$ cat config.mk
export PLATFORM = sky130hd
export DESIGN_NAME = radar_range_gate_selector_flat
export DESIGN_NICKNAME = d
export VERILOG_FILES = /design/src/design/rrgs_pkg.sv /design/src/design/rrgs_if.sv /design/src/design/radar_range_gate_selector.sv /design/src/flat_wrapper.sv
export SDC_FILE = /design/constraint.sdc
export NUM_CORES = 1
export LEC_CHECK = 0
export CAP_MARGIN = 20
export CORE_ASPECT_RATIO = 0.6
export CORE_MARGIN = 3
export CORE_UTILIZATION = 58
export DETAILED_ROUTE_END_ITERATION = 7
export DONT_BUFFER_PORTS = 1
export PLACE_DENSITY = 0.85
export SLEW_MARGIN = 10
export SYNTH_ARGS = -nofsm -noshare
export SYNTH_HDL_FRONTEND = slang
export SYNTH_SLANG_ARGS = --single-unit
$ cat constraint.sdc
create_clock -name clk -period 2.6 [get_ports clk]
set_input_delay 0.52 -clock clk [delete_from_list [all_inputs] [get_ports clk]]
set_output_delay 0.52 -clock clk [all_outputs]
set_load 0.01 [all_outputs]
$ cat src/design/rrgs_pkg.sv
// shared types and thresholds for the range gate selector
`default_nettype none

package rrgs_pkg;

    // gate code on the result item
    localparam logic [1:0] CODE_LOW   = 2'd0;
    localparam logic [1:0] CODE_INTER = 2'd1;
    localparam logic [1:0] CODE_HIGH  = 2'd2;

    // resolution state, one-hot
    typedef enum logic [2:0] {
        GATE_LOW   = 3'b001,
        GATE_INTER = 3'b010,
        GATE_HIGH  = 3'b100
    } gate_state_t;

    // configuration register indexes
    localparam logic [1:0] REG_OBJECT_MODE     = 2'd0;
    localparam logic [1:0] REG_USE_CTRL_STATUS = 2'd1;
    localparam logic [1:0] REG_DELAY_MS        = 2'd2;
    localparam logic [1:0] REG_CYCLE_MS        = 2'd3;

    localparam int unsigned PADDR_W = 4;
    localparam int unsigned PDATA_W = 32;

    // field widths
    localparam int unsigned SPEED_W = 14;
    localparam int unsigned DIST_W  = 13;
    localparam int unsigned MS_W    = 16;
    localparam int unsigned CYC_W   = 8;

    // speed thresholds, 1/32 km/h
    localparam logic signed [SPEED_W-1:0] V_REL_MAX     = 14'sd1152; // 36 km/h
    localparam logic signed [SPEED_W-1:0] V_GATE_DOWN   = 14'sd1216; // 40 - 2 km/h
    localparam logic signed [SPEED_W-1:0] V_GATE_UP     = 14'sd1344; // 40 + 2 km/h
    localparam logic signed [SPEED_W-1:0] V_CREEP_DOWN  = 14'sd96;   // 4 - 1 km/h
    localparam logic signed [SPEED_W-1:0] V_CREEP_UP    = 14'sd160;  // 4 + 1 km/h
    localparam logic signed [SPEED_W-1:0] V_FOLLOW      = 14'sd320;  // 10 km/h
    localparam logic signed [SPEED_W-1:0] V_SO_FINE     = 14'sd320;  // 10 km/h
    localparam logic signed [SPEED_W-1:0] V_SO_COARSE   = 14'sd480;  // 15 km/h

    // distance thresholds, 1/16 m
    localparam logic signed [DIST_W-1:0] D_NEAR_HIGH_IN  = 13'sd96;  // 8 - 2 m
    localparam logic signed [DIST_W-1:0] D_NEAR_LOW_IN   = 13'sd184; // 13.5 - 2 m
    localparam logic signed [DIST_W-1:0] D_NEAR_HIGH_OUT = 13'sd160; // 8 + 2 m
    localparam logic signed [DIST_W-1:0] D_NEAR_LOW_OUT  = 13'sd248; // 13.5 + 2 m
    localparam logic signed [DIST_W-1:0] D_TAIL_HIGH_IN  = 13'sd48;  // 4 - 1 m
    localparam logic signed [DIST_W-1:0] D_TAIL_LOW_IN   = 13'sd160; // 11 - 1 m
    localparam logic signed [DIST_W-1:0] D_TAIL_HIGH_OUT = 13'sd80;  // 4 + 1 m
    localparam logic signed [DIST_W-1:0] D_TAIL_LOW_OUT  = 13'sd192; // 11 + 1 m

    // reset values of the configuration registers
    localparam logic             RST_OBJECT_MODE     = 1'b1;
    localparam logic             RST_USE_CTRL_STATUS = 1'b1;
    localparam logic [MS_W-1:0]  RST_DELAY_MS        = 16'd0;
    localparam logic [CYC_W-1:0] RST_CYCLE_MS        = 8'd60;

endpackage

`default_nettype wire

$ cat src/design/rrgs_if.sv
// item channels of the range gate selector
`default_nettype none

interface rrgs_in_if;
    logic                                  valid;
    logic                                  ready;
    logic                                  speed_valid;
    logic signed [rrgs_pkg::SPEED_W-1:0]   ego_speed;
    logic                                  obj_present;
    logic signed [rrgs_pkg::SPEED_W-1:0]   obj_rel_speed;
    logic signed [rrgs_pkg::DIST_W-1:0]    obj_distance;
    logic                                  roadbeam_request;
    logic                                  forced_high_res;
    logic                                  standstill;
    logic                                  ctrl_enabled;

    modport source (
        output valid, speed_valid, ego_speed, obj_present, obj_rel_speed, obj_distance,
               roadbeam_request, forced_high_res, standstill, ctrl_enabled,
        input  ready
    );
    modport sink (
        input  valid, speed_valid, ego_speed, obj_present, obj_rel_speed, obj_distance,
               roadbeam_request, forced_high_res, standstill, ctrl_enabled,
        output ready
    );
endinterface

interface rrgs_out_if;
    logic       valid;
    logic       ready;
    logic [1:0] gate_code;
    logic       power_reduction;

    modport source (
        output valid, gate_code, power_reduction,
        input  ready
    );
    modport sink (
        input  valid, gate_code, power_reduction,
        output ready
    );
endinterface

`default_nettype wire

$ cat src/design/radar_range_gate_selector.sv
// range gate resolution selector with standstill power-reduction flag
// the result of an accepted input item is registered in the output register
// throughput: one item per clock while results are taken; the input is ready whenever
//   the output register is empty or being taken in the same cycle, so that register is the only stage
// reset (rst_n low, asynchronous): resolution state goes to 1 m, standstill counter to 0,
//   output register empties, configuration takes its reset values
`default_nettype none

module radar_range_gate_selector (
    input  wire logic                              clk,
    input  wire logic                              rst_n,
    rrgs_in_if.sink                                din,
    rrgs_out_if.source                             dout,
    input  wire logic                              psel,
    input  wire logic                              penable,
    input  wire logic                              pwrite,
    input  wire logic [rrgs_pkg::PADDR_W-1:0]      paddr,
    input  wire logic [rrgs_pkg::PDATA_W-1:0]      pwdata,
    output logic      [rrgs_pkg::PDATA_W-1:0]      prdata,
    output logic                                   pready
);

    // configuration registers
    logic                            object_mode_reg;
    logic                            use_ctrl_status_reg;
    logic [rrgs_pkg::MS_W-1:0]       delay_ms_reg;
    logic [rrgs_pkg::CYC_W-1:0]      cycle_ms_reg;

    // block state
    rrgs_pkg::gate_state_t           gate_state_reg, gate_state_next;
    logic [rrgs_pkg::MS_W-1:0]       standstill_ms_reg, standstill_ms_next;

    // output register
    logic                            out_valid_reg;
    logic [1:0]                      gate_code_reg, gate_code_next;
    logic                            power_reduction_reg, power_reduction_next;

    logic                            cfg_write;
    logic [1:0]                      cfg_index;
    logic                            in_fire;
    logic                            obj_eff;
    logic                            rel_fast;
    logic [1:0]                      rule_code;
    rrgs_pkg::gate_state_t           rule_state;
    logic                            pr_wanted;
    logic [rrgs_pkg::MS_W:0]         ms_sum;

    // ---------------------------------------------------------------
    // apb configuration port, writes take effect on the access cycle
    // ---------------------------------------------------------------
    assign pready    = 1'b1;
    assign cfg_write = psel && penable && pwrite && pready;
    assign cfg_index = paddr[3:2];

    always_ff @(posedge clk or negedge rst_n)
    begin
        if (!rst_n)
        begin
            object_mode_reg     <= rrgs_pkg::RST_OBJECT_MODE;
            use_ctrl_status_reg <= rrgs_pkg::RST_USE_CTRL_STATUS;
            delay_ms_reg        <= rrgs_pkg::RST_DELAY_MS;
            cycle_ms_reg        <= rrgs_pkg::RST_CYCLE_MS;
        end
        else if (cfg_write)
        begin
            case (cfg_index)
                rrgs_pkg::REG_OBJECT_MODE:     object_mode_reg     <= pwdata[0];
                rrgs_pkg::REG_USE_CTRL_STATUS: use_ctrl_status_reg <= pwdata[0];
                rrgs_pkg::REG_DELAY_MS:        delay_ms_reg        <= pwdata[15:0];
                rrgs_pkg::REG_CYCLE_MS:        cycle_ms_reg        <= pwdata[7:0];
                default:                       ;
            endcase
        end
    end

    always_comb
    begin
        case (cfg_index)
            rrgs_pkg::REG_OBJECT_MODE:
                prdata = {{(rrgs_pkg::PDATA_W-1){1'b0}}, object_mode_reg};
            rrgs_pkg::REG_USE_CTRL_STATUS:
                prdata = {{(rrgs_pkg::PDATA_W-1){1'b0}}, use_ctrl_status_reg};
            rrgs_pkg::REG_DELAY_MS:
                prdata = {{(rrgs_pkg::PDATA_W-rrgs_pkg::MS_W){1'b0}}, delay_ms_reg};
            rrgs_pkg::REG_CYCLE_MS:
                prdata = {{(rrgs_pkg::PDATA_W-rrgs_pkg::CYC_W){1'b0}}, cycle_ms_reg};
            default:
                prdata = '0;
        endcase
    end

    // ---------------------------------------------------------------
    // handshake: take a new item whenever the result slot frees up
    // ---------------------------------------------------------------
    assign din.ready = !out_valid_reg || dout.ready;
    assign in_fire   = din.valid && din.ready;

    // a fast object (|rel speed| >= 36 km/h) is treated as no object
    assign rel_fast = (din.obj_rel_speed >= rrgs_pkg::V_REL_MAX) ||
                      (din.obj_rel_speed <= -rrgs_pkg::V_REL_MAX);
    assign obj_eff  = din.obj_present && !rel_fast;

    // ---------------------------------------------------------------
    // resolution rules: object mode is three-state, speed-only two-state
    // ---------------------------------------------------------------
    always_comb
    begin
        rule_state = gate_state_reg;
        rule_code  = rrgs_pkg::CODE_LOW;
        if (object_mode_reg)
        begin
            case (gate_state_reg)
                rrgs_pkg::GATE_LOW:
                begin
                    rule_code = rrgs_pkg::CODE_LOW;
                    if (din.ego_speed < rrgs_pkg::V_CREEP_DOWN)
                    begin
                        rule_state = rrgs_pkg::GATE_HIGH;
                    end
                    else if (obj_eff)
                    begin
                        // near object: closer cut-in distance at higher speed
                        if (din.ego_speed >= rrgs_pkg::V_GATE_DOWN)
                        begin
                            if (din.obj_distance < rrgs_pkg::D_NEAR_HIGH_IN)
                            begin
                                rule_state = rrgs_pkg::GATE_INTER;
                            end
                        end
                        else if (din.obj_distance < rrgs_pkg::D_NEAR_LOW_IN)
                        begin
                            rule_state = rrgs_pkg::GATE_INTER;
                        end
                    end
                end
                rrgs_pkg::GATE_HIGH:
                begin
                    rule_code = rrgs_pkg::CODE_HIGH;
                    if (!obj_eff)
                    begin
                        if (din.ego_speed > rrgs_pkg::V_CREEP_UP)
                        begin
                            rule_state = rrgs_pkg::GATE_LOW;
                        end
                    end
                    else if ((din.ego_speed > rrgs_pkg::V_FOLLOW) &&
                             (((din.ego_speed >= rrgs_pkg::V_GATE_UP) &&
                               (din.obj_distance > rrgs_pkg::D_TAIL_HIGH_OUT)) ||
                              ((din.ego_speed < rrgs_pkg::V_GATE_UP) &&
                               (din.obj_distance > rrgs_pkg::D_TAIL_LOW_OUT))))
                    begin
                        rule_state = rrgs_pkg::GATE_INTER;
                    end
                end
                rrgs_pkg::GATE_INTER:
                begin
                    rule_code = rrgs_pkg::CODE_INTER;
                    if (din.ego_speed < rrgs_pkg::V_CREEP_DOWN)
                    begin
                        rule_state = rrgs_pkg::GATE_HIGH;
                    end
                    else if (!obj_eff)
                    begin
                        rule_state = rrgs_pkg::GATE_LOW;
                    end
                    else if (((din.ego_speed >= rrgs_pkg::V_GATE_UP) &&
                              (din.obj_distance > rrgs_pkg::D_NEAR_HIGH_OUT)) ||
                             ((din.ego_speed < rrgs_pkg::V_GATE_UP) &&
                              (din.obj_distance > rrgs_pkg::D_NEAR_LOW_OUT)))
                    begin
                        rule_state = rrgs_pkg::GATE_LOW;
                    end
                    else if (((din.ego_speed >= rrgs_pkg::V_GATE_DOWN) &&
                              (din.obj_distance < rrgs_pkg::D_TAIL_HIGH_IN)) ||
                             ((din.ego_speed < rrgs_pkg::V_GATE_DOWN) &&
                              (din.obj_distance < rrgs_pkg::D_TAIL_LOW_IN)))
                    begin
                        rule_state = rrgs_pkg::GATE_HIGH;
                    end
                end
                default:
                begin
                    rule_state = rrgs_pkg::GATE_LOW;
                    rule_code  = rrgs_pkg::CODE_LOW;
                end
            endcase
        end
        else
        begin
            // speed-only: a non-low state reports 0.5 m unless the speed is above 15 km/h
            if (gate_state_reg != rrgs_pkg::GATE_LOW)
            begin
                if (din.ego_speed > rrgs_pkg::V_SO_COARSE)
                begin
                    rule_state = rrgs_pkg::GATE_LOW;
                    rule_code  = rrgs_pkg::CODE_LOW;
                end
                else
                begin
                    rule_code  = rrgs_pkg::CODE_INTER;
                end
            end
            else if (din.ego_speed < rrgs_pkg::V_SO_FINE)
            begin
                rule_state = rrgs_pkg::GATE_HIGH;
                rule_code  = rrgs_pkg::CODE_INTER;
            end
            else
            begin
                rule_code  = rrgs_pkg::CODE_LOW;
            end
        end
    end

    // invalid speed gives 1 m and freezes the state; overrides force 0.25 m
    always_comb
    begin
        gate_state_next = gate_state_reg;
        gate_code_next  = rrgs_pkg::CODE_LOW;
        if (din.speed_valid)
        begin
            gate_state_next = rule_state;
            gate_code_next  = rule_code;
        end
        if (din.roadbeam_request || din.forced_high_res)
        begin
            gate_code_next = rrgs_pkg::CODE_HIGH;
        end
    end

    // ---------------------------------------------------------------
    // standstill delay counter, saturating at full scale
    // ---------------------------------------------------------------
    assign pr_wanted = din.standstill && !(use_ctrl_status_reg && din.ctrl_enabled);
    assign ms_sum    = {1'b0, standstill_ms_reg} +
                       {{(rrgs_pkg::MS_W+1-rrgs_pkg::CYC_W){1'b0}}, cycle_ms_reg};

    always_comb
    begin
        standstill_ms_next   = standstill_ms_reg;
        power_reduction_next = 1'b0;
        if (!pr_wanted)
        begin
            standstill_ms_next = '0;
        end
        else if (standstill_ms_reg < delay_ms_reg)
        begin
            standstill_ms_next = ms_sum[rrgs_pkg::MS_W] ? '1 : ms_sum[rrgs_pkg::MS_W-1:0];
        end
        else
        begin
            power_reduction_next = 1'b1;
        end
    end

    // ---------------------------------------------------------------
    // state and output register
    // ---------------------------------------------------------------
    always_ff @(posedge clk or negedge rst_n)
    begin
        if (!rst_n)
        begin
            gate_state_reg    <= rrgs_pkg::GATE_LOW;
            standstill_ms_reg <= '0;
            out_valid_reg     <= 1'b0;
        end
        else
        begin
            if (in_fire)
            begin
                gate_state_reg    <= gate_state_next;
                standstill_ms_reg <= standstill_ms_next;
                out_valid_reg     <= 1'b1;
            end
            else if (dout.ready)
            begin
                out_valid_reg <= 1'b0;
            end
        end
    end

    // payload needs no reset
    always_ff @(posedge clk)
    begin
        if (in_fire)
        begin
            gate_code_reg       <= gate_code_next;
            power_reduction_reg <= power_reduction_next;
        end
    end

    assign dout.valid           = out_valid_reg;
    assign dout.gate_code       = gate_code_reg;
    assign dout.power_reduction = power_reduction_reg;

    // ---------------------------------------------------------------
    // assertions
    // ---------------------------------------------------------------
    a_override_high: assert property (@(posedge clk) disable iff (!rst_n)
        in_fire && (din.roadbeam_request || din.forced_high_res)
        |=> dout.gate_code == rrgs_pkg::CODE_HIGH)
        else $error("override item did not give the fine gate");

    a_invalid_speed_hold: assert property (@(posedge clk) disable iff (!rst_n)
        in_fire && !din.speed_valid |=> $stable(gate_state_reg))
        else $error("gate state moved on an item with invalid speed");

    a_counter_clear: assert property (@(posedge clk) disable iff (!rst_n)
        in_fire && !din.standstill |=> standstill_ms_reg == '0 && !dout.power_reduction)
        else $error("standstill counter not cleared when moving");

    a_ready_when_empty: assert property (@(posedge clk) disable iff (!rst_n)
        !out_valid_reg |-> din.ready)
        else $error("input stalled while the output register is empty");

    a_result_follows_item: assert property (@(posedge clk) disable iff (!rst_n)
        in_fire |=> out_valid_reg)
        else $error("accepted item produced no result");

endmodule

`default_nettype wire
$ cat src/flat_wrapper.sv
// flat-port wrapper written by rule: the top's interface ports become plain ports
module radar_range_gate_selector_flat 
  (clk, rst_n, psel, penable, pwrite, paddr, pwdata, prdata, pready, din_valid, din_speed_valid, din_ego_speed, din_obj_present, din_obj_rel_speed, din_obj_distance, din_roadbeam_request, din_forced_high_res, din_standstill, din_ctrl_enabled, din_ready, dout_valid, dout_gate_code, dout_power_reduction, dout_ready);
  rrgs_in_if din_i ();
  rrgs_out_if dout_i ();
  input  wire logic clk;
  input  wire logic rst_n;
  input  wire logic psel;
  input  wire logic penable;
  input  wire logic pwrite;
  input  wire logic [rrgs_pkg::PADDR_W-1:0] paddr;
  input  wire logic [rrgs_pkg::PDATA_W-1:0] pwdata;
  output logic      [rrgs_pkg::PDATA_W-1:0] prdata;
  output logic pready;
  input wire logic [$bits(din_i.valid)-1:0] din_valid;
  input wire logic [$bits(din_i.speed_valid)-1:0] din_speed_valid;
  input wire logic [$bits(din_i.ego_speed)-1:0] din_ego_speed;
  input wire logic [$bits(din_i.obj_present)-1:0] din_obj_present;
  input wire logic [$bits(din_i.obj_rel_speed)-1:0] din_obj_rel_speed;
  input wire logic [$bits(din_i.obj_distance)-1:0] din_obj_distance;
  input wire logic [$bits(din_i.roadbeam_request)-1:0] din_roadbeam_request;
  input wire logic [$bits(din_i.forced_high_res)-1:0] din_forced_high_res;
  input wire logic [$bits(din_i.standstill)-1:0] din_standstill;
  input wire logic [$bits(din_i.ctrl_enabled)-1:0] din_ctrl_enabled;
  output wire logic [$bits(din_i.ready)-1:0] din_ready;
  output wire logic [$bits(dout_i.valid)-1:0] dout_valid;
  output wire logic [$bits(dout_i.gate_code)-1:0] dout_gate_code;
  output wire logic [$bits(dout_i.power_reduction)-1:0] dout_power_reduction;
  input wire logic [$bits(dout_i.ready)-1:0] dout_ready;
  assign din_i.valid = din_valid;
  assign din_i.speed_valid = din_speed_valid;
  assign din_i.ego_speed = din_ego_speed;
  assign din_i.obj_present = din_obj_present;
  assign din_i.obj_rel_speed = din_obj_rel_speed;
  assign din_i.obj_distance = din_obj_distance;
  assign din_i.roadbeam_request = din_roadbeam_request;
  assign din_i.forced_high_res = din_forced_high_res;
  assign din_i.standstill = din_standstill;
  assign din_i.ctrl_enabled = din_ctrl_enabled;
  assign din_ready = din_i.ready;
  assign dout_valid = dout_i.valid;
  assign dout_gate_code = dout_i.gate_code;
  assign dout_power_reduction = dout_i.power_reduction;
  assign dout_i.ready = dout_ready;
  radar_range_gate_selector u_core (.clk(clk), .rst_n(rst_n), .din(din_i), .dout(dout_i), .psel(psel), .penable(penable), .pwrite(pwrite), .paddr(paddr), .pwdata(pwdata), .prdata(prdata), .pready(pready));
endmodule
==> flow_summary.yaml, run 1 <==
yosys:
  ys.flop_type: "dfrtp_1"
  synth.area.top_cells: "dfrtp_1 (26%), ha_1 (7.7%), mux2_2 (5.4%)"
  ys_seq_area_frac: 0.335
  synth.largest_area_cell: "dfrtp_1"
  synth.avg_cell_area_sq_um: 9.22
  synth_fa_ha_area_frac: 0.0853
  synth_edf_count: 3
  synth_top_family_by_area: "compound AO/OA/AOI/OAI gates"
  synth_compound_area_frac: 0.209
  synth_xor_area_frac: 0.0118
  synth_top_area_share: 0.262
  ys_warn_count: 0
  ys_seq_elements: 49
  async_reset_ff_frac: 0.939
  synth-simple-area-share: 0.193
  netlist_instances: 404
  synth.cell_area_sq_um: 3730
  synth_mux_area_frac: 0.0913
  yosysUniqueCellTypes: 70
critical_path:
  crit_arrival_ns: 2.76
  crit_path_end_kind: "flip-flop"
  worstSetupStartpointType: "flip-flop"
  crit_required_ns: 2.79
  critPathKind: "reg2reg"
  cp_max_fo: 5
timing:
  slew_viol_final: 0
  skew_ns: 0.00566
  worst_pin_slew_ns: 0.678
  fmax_mhz: 389
  hold_violations: 0
  relSlewSlack: 0.545
  whs_ns: 0.0489
  rsz0062_at_grt: "yes"
  post-route-period-util: 0.988
  setup_violations: 0
  min_period_ns: 2.57
power:
  p_leak_nw: 1.87
  power.density_nw_per_um2: 749
  vdd_drop_max_mv: 0.384
placed_design:
  dp_cells: 493
  gp_congestion: 0.927
  dp_hpwl_mm: 7.39
  port-buffer-count: 0
  dpl_cell_area_sq_um: 3890
global_route:
  antenna_found_initial: 0
  grt_pass1_wl_mm: 15.0
  grt_overflow: 0
  grt_max_degree: 40
  grt_pass1_vias: 2948
  track_usage: 0.262
job:
  maxCapViolations: 0
clock_network:
  tritoncts: "built"
  clockBufferDepth: 2
  clock_latency_ns: 0.30
  cts_max_level: 2
  root_buffer: "clkbuf_8"
  path_clk_slew_ns: 0.09
  cts.sinks: 49
  cts_inserted_buffers: 5
die:
  die_y_um: 68.1
  rows: 21
  pin_count: 128
  dieArea_sq_um: 7450
  initial_core_util: 0.633
  core-area_sq_um: 5890
  die_x_um: 109
finish:
  layout.cells.non_filler: 512
  diodes: 0
  nNetsFinal: 545
  final_area_sq_um: 4250
  area_growth_pct: 14.1
  fillers: 440
  drive_gt1_frac: 0.231
worst_hold_path:
  hp-class: "in2async"
route:
  ant_nets: 0
  vias: 3289
  finalWirelength_mm: 10.1
  drt_pass1_iterations: 5
  viasPerCell: 6.42
  remaining_drc_errors: 0
  drt_iter0_drc: 326
  post_drt_wl_per_cell_um: 19.7
status:
  status: "complete, no violations"
==> cells in the mapped netlist, types with 3 or more instances <==
cell / count
nor2b_1: 12
o211ai_1: 3
ha_1: 23
a21o_1: 7
mux2_2: 18
o22ai_1: 3
nand2_1: 38
dfstp_2: 7
or3_1: 4
nand3_1: 11
a21oi_1: 19
o21ai_0: 24
nand2b_1: 7
buf_4: 18
o31ai_1: 3
a211oi_1: 4
o21a_1: 7
clkbuf_1: 10
a211o_1: 3
inv_1: 25
xor2_1: 3
edfxtp_1: 3
and2_1: 9
dfrtp_1: 39
a31oi_1: 4
and3_1: 3
mux2_4: 3
nor4_1: 5
nand4_1: 6
nor2_1: 17
mux2i_1: 7
a2bb2oi_1: 4
o21ai_1: 4
nor3_1: 3
==> worst paths after layout <==
check	startpoint	endpoint	slack [ns]	cells after the start
max	u_core.delay_ms_reg[2]	u_core.standstill_ms_reg[5]	0.03	10
min	rst_n	u_core.standstill_ms_reg[14]	0.05	1
max reg2reg	u_core.delay_ms_reg[2]	u_core.standstill_ms_reg[5]	0.03	10
min reg2reg	u_core.delay_ms_reg[0]	u_core.delay_ms_reg[0]	0.55	1
max in group asynchronous	rst_n	u_core.standstill_ms_reg[2]	2.35	1
min in group clk	din_valid	u_core.dout.valid	0.32	1
==> worst max-delay path, cell delays in order, from the launching register on <==
cell       delay [ns]
dfrtp_1          0.40
inv_2            0.09
ha_4             0.21
a21o_1           0.17
a31oi_2          0.16
o21ai_2          0.12
a2111oi_4        0.41
o21ai_4          0.14
a21oi_4          0.26
clkbuf_16        0.19
mux2_2           0.32
==> cell families after synthesis <==
| logic type | Yosys count |
|---|---|
| other | 2 |
| DFF | 49 |
| muxes | 29 |
| adders and majority gates | 25 |
| xor gates and xnor gates | 5 |
| AOI/OAI and AO/OA | 110 |
| and+or+nand+nor | 131 |
| buffers and inverters | 53 |
==> placed cells by master, fill, tap and decap left out, types with 4 or more instances in the layout <==
master     instances
a211oi_1           4
a21o_1             7
a21oi_1           17
a2bb2oi_1          4
and2_1             9
buf_4             30
clkbuf_8           6
conb_1            17
dfrtp_1           39
dfstp_2            7
ha_1              19
ha_4               4
inv_1             22
mux2_2            18
mux2i_1            7
nand2_1           38
nand2b_1           7
nand3_1           11
nand4_1            6
nor2_1            17
nor2b_1           11
nor4_1             5
o21a_1             7
o21ai_0           24
or3_1              4
==> power breakdown <==
group / switching, W / internal (W)
logic: 0.000732 / 0.000707
registers: 0.000186 / 0.000980
clock network: 0.000263 / 0.000314
==> timing repair <==
item,4_1_cts,5_1_grt
buffers inserted,2,7
setup endpoints to repair,10,14
cloned,0,1
pin swaps,4,12
hold buffers,1,0
gates resized for setup,6,19
hold endpoints to repair,39,0
==> per-stage QoR <==
stage,setup TNS [ns],setup slack (ns),utilization,power [W]
floorplan,0,0.114,-,0.00203
global placement,-0.534,-0.0834,0.661,0.00228
detailed placement,-1.07,-0.149,0.661,0.00235
CTS,0,0.0102,0.693,0.00300
global route,-0.314,-0.0520,0.722,0.00340
finish,0,0.0311,0.722,0.00318
==> routing by layer <==
layer,track usage,part of all wire,vias to the layer above
met3,0.0660,0.10,12
met1,0.391,0.43,1588
met4,0.0544,0.0069,0
met5,0,0,-
met2,0.381,0.46,194
li1,-,-,1495
==> final cells by class <==
type,count,area (sq um),area share
Multi-Input combinational cell,317,2400,0.564
Sequential cell,49,1250,0.294
Timing Repair Buffer,33,290,0.0683
Tap cell,80,100,0.0236
Inverter,25,93.8,0.0221
Clock buffer,6,82.6,0.0194
Clock inverter,2,36.3,0.00854
Note: power is estimated with default switching activity, not from simulation.
==> run 2: changes to the inputs <==
- BUFFER_PORTS_ARGS: unset -> -buffer_cell sky130_fd_sc_hd__buf_2
- CORE_UTILIZATION: 58 -> 55
- DONT_BUFFER_PORTS: 1 -> unset
- PLACE_DENSITY: 0.85 -> 0.95
- clock period: 2.6 -> 3 ns (I/O delays scaled with it)
==> flow_summary.yaml, run 2 (synthesis gave the netlist of run 1 again) <==
status:
  status: "complete, no violations"
finish:
  regArea_sq_um: 1250
  fillers: 473
  area_growth_pct: 19.2
  layout.cells.non_filler: 585
  mostFrequentLayoutCell: "buf_2"
  final_area_sq_um: 4440
  diodes: 0
  layout_common_cells: "buf_2 (92), dfrtp_1 (39), nand2_1 (38)"
  multiInputGateArea_sq_um: 2270
  drive_gt1_frac: 0.299
  nNetsFinal: 614
job:
  maxCapViolations: 0
die:
  die_y_um: 69.8
  die_x_um: 112
  pin_count: 128
  initial_core_util: 0.589
  dieArea_sq_um: 7830
  core-area_sq_um: 6330
  rows: 22
global_route:
  grt_max_degree: 47
  grt_overflow: 0
  antenna_found_initial: 0
  grt_pass1_wl_mm: 16.4
  grt_pass1_vias: 3347
  track_usage: 0.257
critical_path:
  r2r_start: "u_core.standstill_ms_reg[2]"
  crit_arrival_ns: 2.98
  r2r_slack_ns: 0.19
  path_common_cell: "o21ai_1"
  crit_path_end_kind: "flip-flop"
  worstSetupStartpointType: "flip-flop"
  cp_max_fo: 10
  r2r_cells: 9
  crit_slowest_cell: "dfrtp_1"
  crit_required_ns: 3.17
  cp_slowest_stage_delay_ns: 0.41
  critPathKind: "reg2reg"
  cp_cell_sequence: "ha_1, a21o_1, a31oi_1, o21ai_1, a2111oi_2, o21ai_1, a21oi_2, buf_12, mux2_2"
  reg2reg_to: "u_core.standstill_ms_reg[0]"
clock_network:
  clockBufferDepth: 2
  cts_max_level: 2
  cts_inserted_buffers: 5
  clock_latency_ns: 0.29
  root_buffer: "clkbuf_16"
  cts.sinks: 49
  tritoncts: "built"
  path_clk_slew_ns: 0.06
  postCtsSetupRepairBufs: 0
route:
  vias: 3557
  viasPerCell: 6.08
  finalWirelength_mm: 10.3
  ant_nets: 0
  remaining_drc_errors: 0
  drt_pass1_iterations: 5
  post_drt_wl_per_cell_um: 17.6
  drt_iter0_drc: 251
placed_design:
  gp_congestion: 0.984
  port-buffer-count: 92
  dp_cells: 576
  dp_hpwl_mm: 8.03
  dpl_cell_area_sq_um: 4260
power:
  power.density_nw_per_um2: 618
  vdd_drop_max_mv: 0.434
  p_leak_nw: 2.14
timing:
  setup_violations: 0
  hold_violations: 0
  skew_ns: 0.00366
  whs_ns: 0.162
  min_period_ns: 2.81
  post-route-period-util: 0.938
  worst_pin_slew_ns: 0.782
  fin_setup_tns_ns: 0
  slew_viol_final: 0
  relSlewSlack: 0.475
  fmax_mhz: 355
  rsz0062_at_grt: "no"
worst_hold_path:
  hp-class: "in2async"
==> run 2: per-layer routing <==
metal / GRT usage / vias up / wire, um
met3: 0.0523 / 20 / 988
li1: - / 1636 / -
met4: 0.0440 / 0 / 127
met2: 0.415 / 210 / 4760
met1: 0.363 / 1691 / 4420
met5: 0 / - / 0
==> run 2: per-stage QoR <==
| step | power (W) | worst slack [ns] | utilization |
|---|---|---|---|
| after floorplan | 0.00176 | 0.514 | - |
| after global placement | 0.00200 | 0.314 | 0.672 |
| after detailed placement | 0.00209 | 0.209 | 0.672 |
| after CTS | 0.00272 | 0.184 | 0.699 |
| after global routing | 0.00292 | 0.0141 | 0.702 |
| final | 0.00275 | 0.186 | 0.702 |
==> run 2: area by class of cell <==
type,instances,area share
inverter,25,0.0211
tap,84,0.0237
sequential,49,0.281
clock buffer,8,0.0377
multi-input combinational,317,0.510
timing repair buffer,102,0.126
==> run 2: worst max path at each step <==
stage	startpoint	end	slack [ns]
3_5_place_dp	din_obj_rel_speed[10]	u_core.gate_state_reg[2]	0.21
3_3_place_gp	din_ego_speed[12]	u_core.gate_state_reg[2]	0.31
5_1_grt	u_core.standstill_ms_reg[2]	u_core.standstill_ms_reg[13]	0.01
2_1_floorplan	u_core.standstill_ms_reg[2]	u_core.standstill_ms_reg[2]	0.51
6_report	u_core.standstill_ms_reg[2]	u_core.standstill_ms_reg[0]	0.19
4_1_cts	u_core.standstill_ms_reg[2]	u_core.standstill_ms_reg[13]	0.18
==> run 2: critical path, delay by kind of cell (launching register included) <==
kind	cells	cell delay, ns
adders and majority gates	1	0.33
muxes	1	0.33
DFF	1	0.41
AOI/OAI and AO/OA	6	1.45
buffers and inverters	1	0.18
==> run 2: power breakdown <==
group	switching, W	internal [W]
Clock	0.000238	0.000383
Combinational	0.000602	0.000514
Sequential	0.000157	0.000850
Total	0.000997	0.00175
==> run 2: what timing repair did <==
action | CTS | global route
setup endpoints to repair | 0 | 1
gates resized for setup | 0 | 1
hold buffers | 0 | 0
==> run 3: changes to the inputs <==
- CORE_ASPECT_RATIO: 0.6 -> 1.2
==> flow_summary.yaml, run 3 (synthesis gave the netlist of run 1 again) <==
finish:
  diodes: 0
  layout_common_cells: "buf_2 (92), dfrtp_1 (39), nand2_1 (38)"
  drive_gt1_frac: 0.300
  mostFrequentLayoutCell: "buf_2"
  area_growth_pct: 17.2
  regArea_sq_um: 1250
  fillers: 508
  final_area_sq_um: 4370
  nNetsFinal: 613
  multiInputGateArea_sq_um: 2270
  final_core_util: 0.673
die:
  rows: 32
  dieArea_sq_um: 7800
  core-area_sq_um: 6490
  die_x_um: 81.1
  die_y_um: 96.2
  initial_core_util: 0.574
  pin_count: 128
global_route:
  grt_overflow: 0
  grt_pass1_wl_mm: 14.8
  track_usage: 0.240
  grt_max_degree: 47
  antenna_found_initial: 0
  grt_pass1_vias: 3414
timing:
  whs_ns: 0.209
  min_period_ns: 2.80
  fmax_mhz: 358
  fin_setup_tns_ns: 0
  worst_pin_slew_ns: 0.737
  relSlewSlack: 0.508
  skew_ns: 0.0206
  post-route-period-util: 0.932
  rsz0062_at_grt: "no"
  finalWorstSetupSlack_ns: 0.205
  slew_viol_final: 0
  hold_violations: 0
  setup_violations: 0
route:
  drt_iter0_drc: 183
  post_drt_wl_per_cell_um: 15.7
  ant_nets: 0
  vias: 3431
  drt_pass1_iterations: 4
  viasPerCell: 5.86
  remaining_drc_errors: 0
  finalWirelength_mm: 9.18
placed_design:
  preCtsSetupSlack_ns: 0.236
  port-buffer-count: 92
  dp_hpwl_mm: 6.99
  gp_congestion: 0.871
  dpl_cell_area_sq_um: 4240
critical_path:
  cp_slowest_stage_delay_ns: 0.44
  crit_required_ns: 3.21
  cp_cell_sequence: "ha_1, a21o_1, a31oi_1, o21ai_1, a2111oi_2, o21ai_1, a21oi_2, buf_4, mux2_2"
  crit_slowest_cell: "a2111oi_2"
  critPathKind: "reg2reg"
  path_common_cell: "o21ai_1"
  worstSetupStartpointType: "flip-flop"
  crit_path_end_kind: "flip-flop"
  cp_max_fo: 8
  crit_arrival_ns: 3.00
power:
  vdd_drop_max_mv: 0.442
  power.density_nw_per_um2: 583
  p_leak_nw: 2.10
clock_network:
  path_clk_slew_ns: 0.11
  cts.sinks: 49
  clock_latency_ns: 0.32
  cts_max_level: 2
  tritoncts: "built"
  clockBufferDepth: 2
  root_buffer: "clkbuf_8"
  ctsHoldBuffers: 0
  cts_inserted_buffers: 5
status:
  status: "complete, no violations"
worst_hold_path:
  hp-class: "in2async"
job:
  maxCapViolations: 0
[run 3: worst paths after layout]
path,start,to,slack [ns],cells past startpoint
setup / recovery,u_core.standstill_ms_reg[2],u_core.standstill_ms_reg[6],0.20,9
setup reg to reg,u_core.standstill_ms_reg[2],u_core.standstill_ms_reg[6],0.20,9
max in group asynchronous,rst_n,u_core.gate_state_reg[0],2.19,2
hold / removal,rst_n,u_core.delay_ms_reg[4],0.21,1
min in group clk,pwdata[2],u_core.delay_ms_reg[2],0.48,3
hold reg to reg,u_core.dout.valid,u_core.dout.valid,0.55,2
[run 3: power by group]
group	internal, W	leakage [nW]	switching (W)
sequential	0.000849	0.595	0.000150
clock	0.000217	0.0567	0.000240
combinational	0.000512	1.45	0.000577
[run 3: metrics by stage]
step	std cells	total power, W
after global routing	585	0.00271
after global placement	576	0.00197
final	585	0.00254
after CTS	584	0.00253
after detailed placement	576	0.00205
after floorplan	419	0.00176
[run 3: cell type report]
cell class,count,area share
clock inverter,2,0.00315
timing repair buffer,101,0.124
clock buffer,6,0.0215
sequential,49,0.286
multi-input combinational,317,0.519
tap,85,0.0244
inverter,25,0.0215
[run 3: worst max-delay path, delay by kind of cell, from the launching register on]
| family | cells | cell delay (ns) |
|---|---|---|
| flops | 1 | 0.43 |
| compound gates | 6 | 1.36 |
| buf+inv | 1 | 0.20 |
| mux | 1 | 0.35 |
| fa+ha+maj | 1 | 0.32 |
[run 3: per-layer routing]
| layer | GRT usage | vias up | part of all wire |
|---|---|---|---|
| met3 | 0.0365 | 21 | 0.066 |
| li1 | - | 1630 | - |
| met1 | 0.269 | 1645 | 0.38 |
| met2 | 0.440 | 135 | 0.53 |
| met5 | 0 | - | 0 |
| met4 | 0.117 | 0 | 0.024 |
[run 3: what timing repair did]
action | 4_1_cts | 5_1_grt
setup buffers | 0 | 0
endpoints found under the setup margin | 0 | 2
gates resized for setup | 0 | 2
hold endpoints to repair | 0 | 0
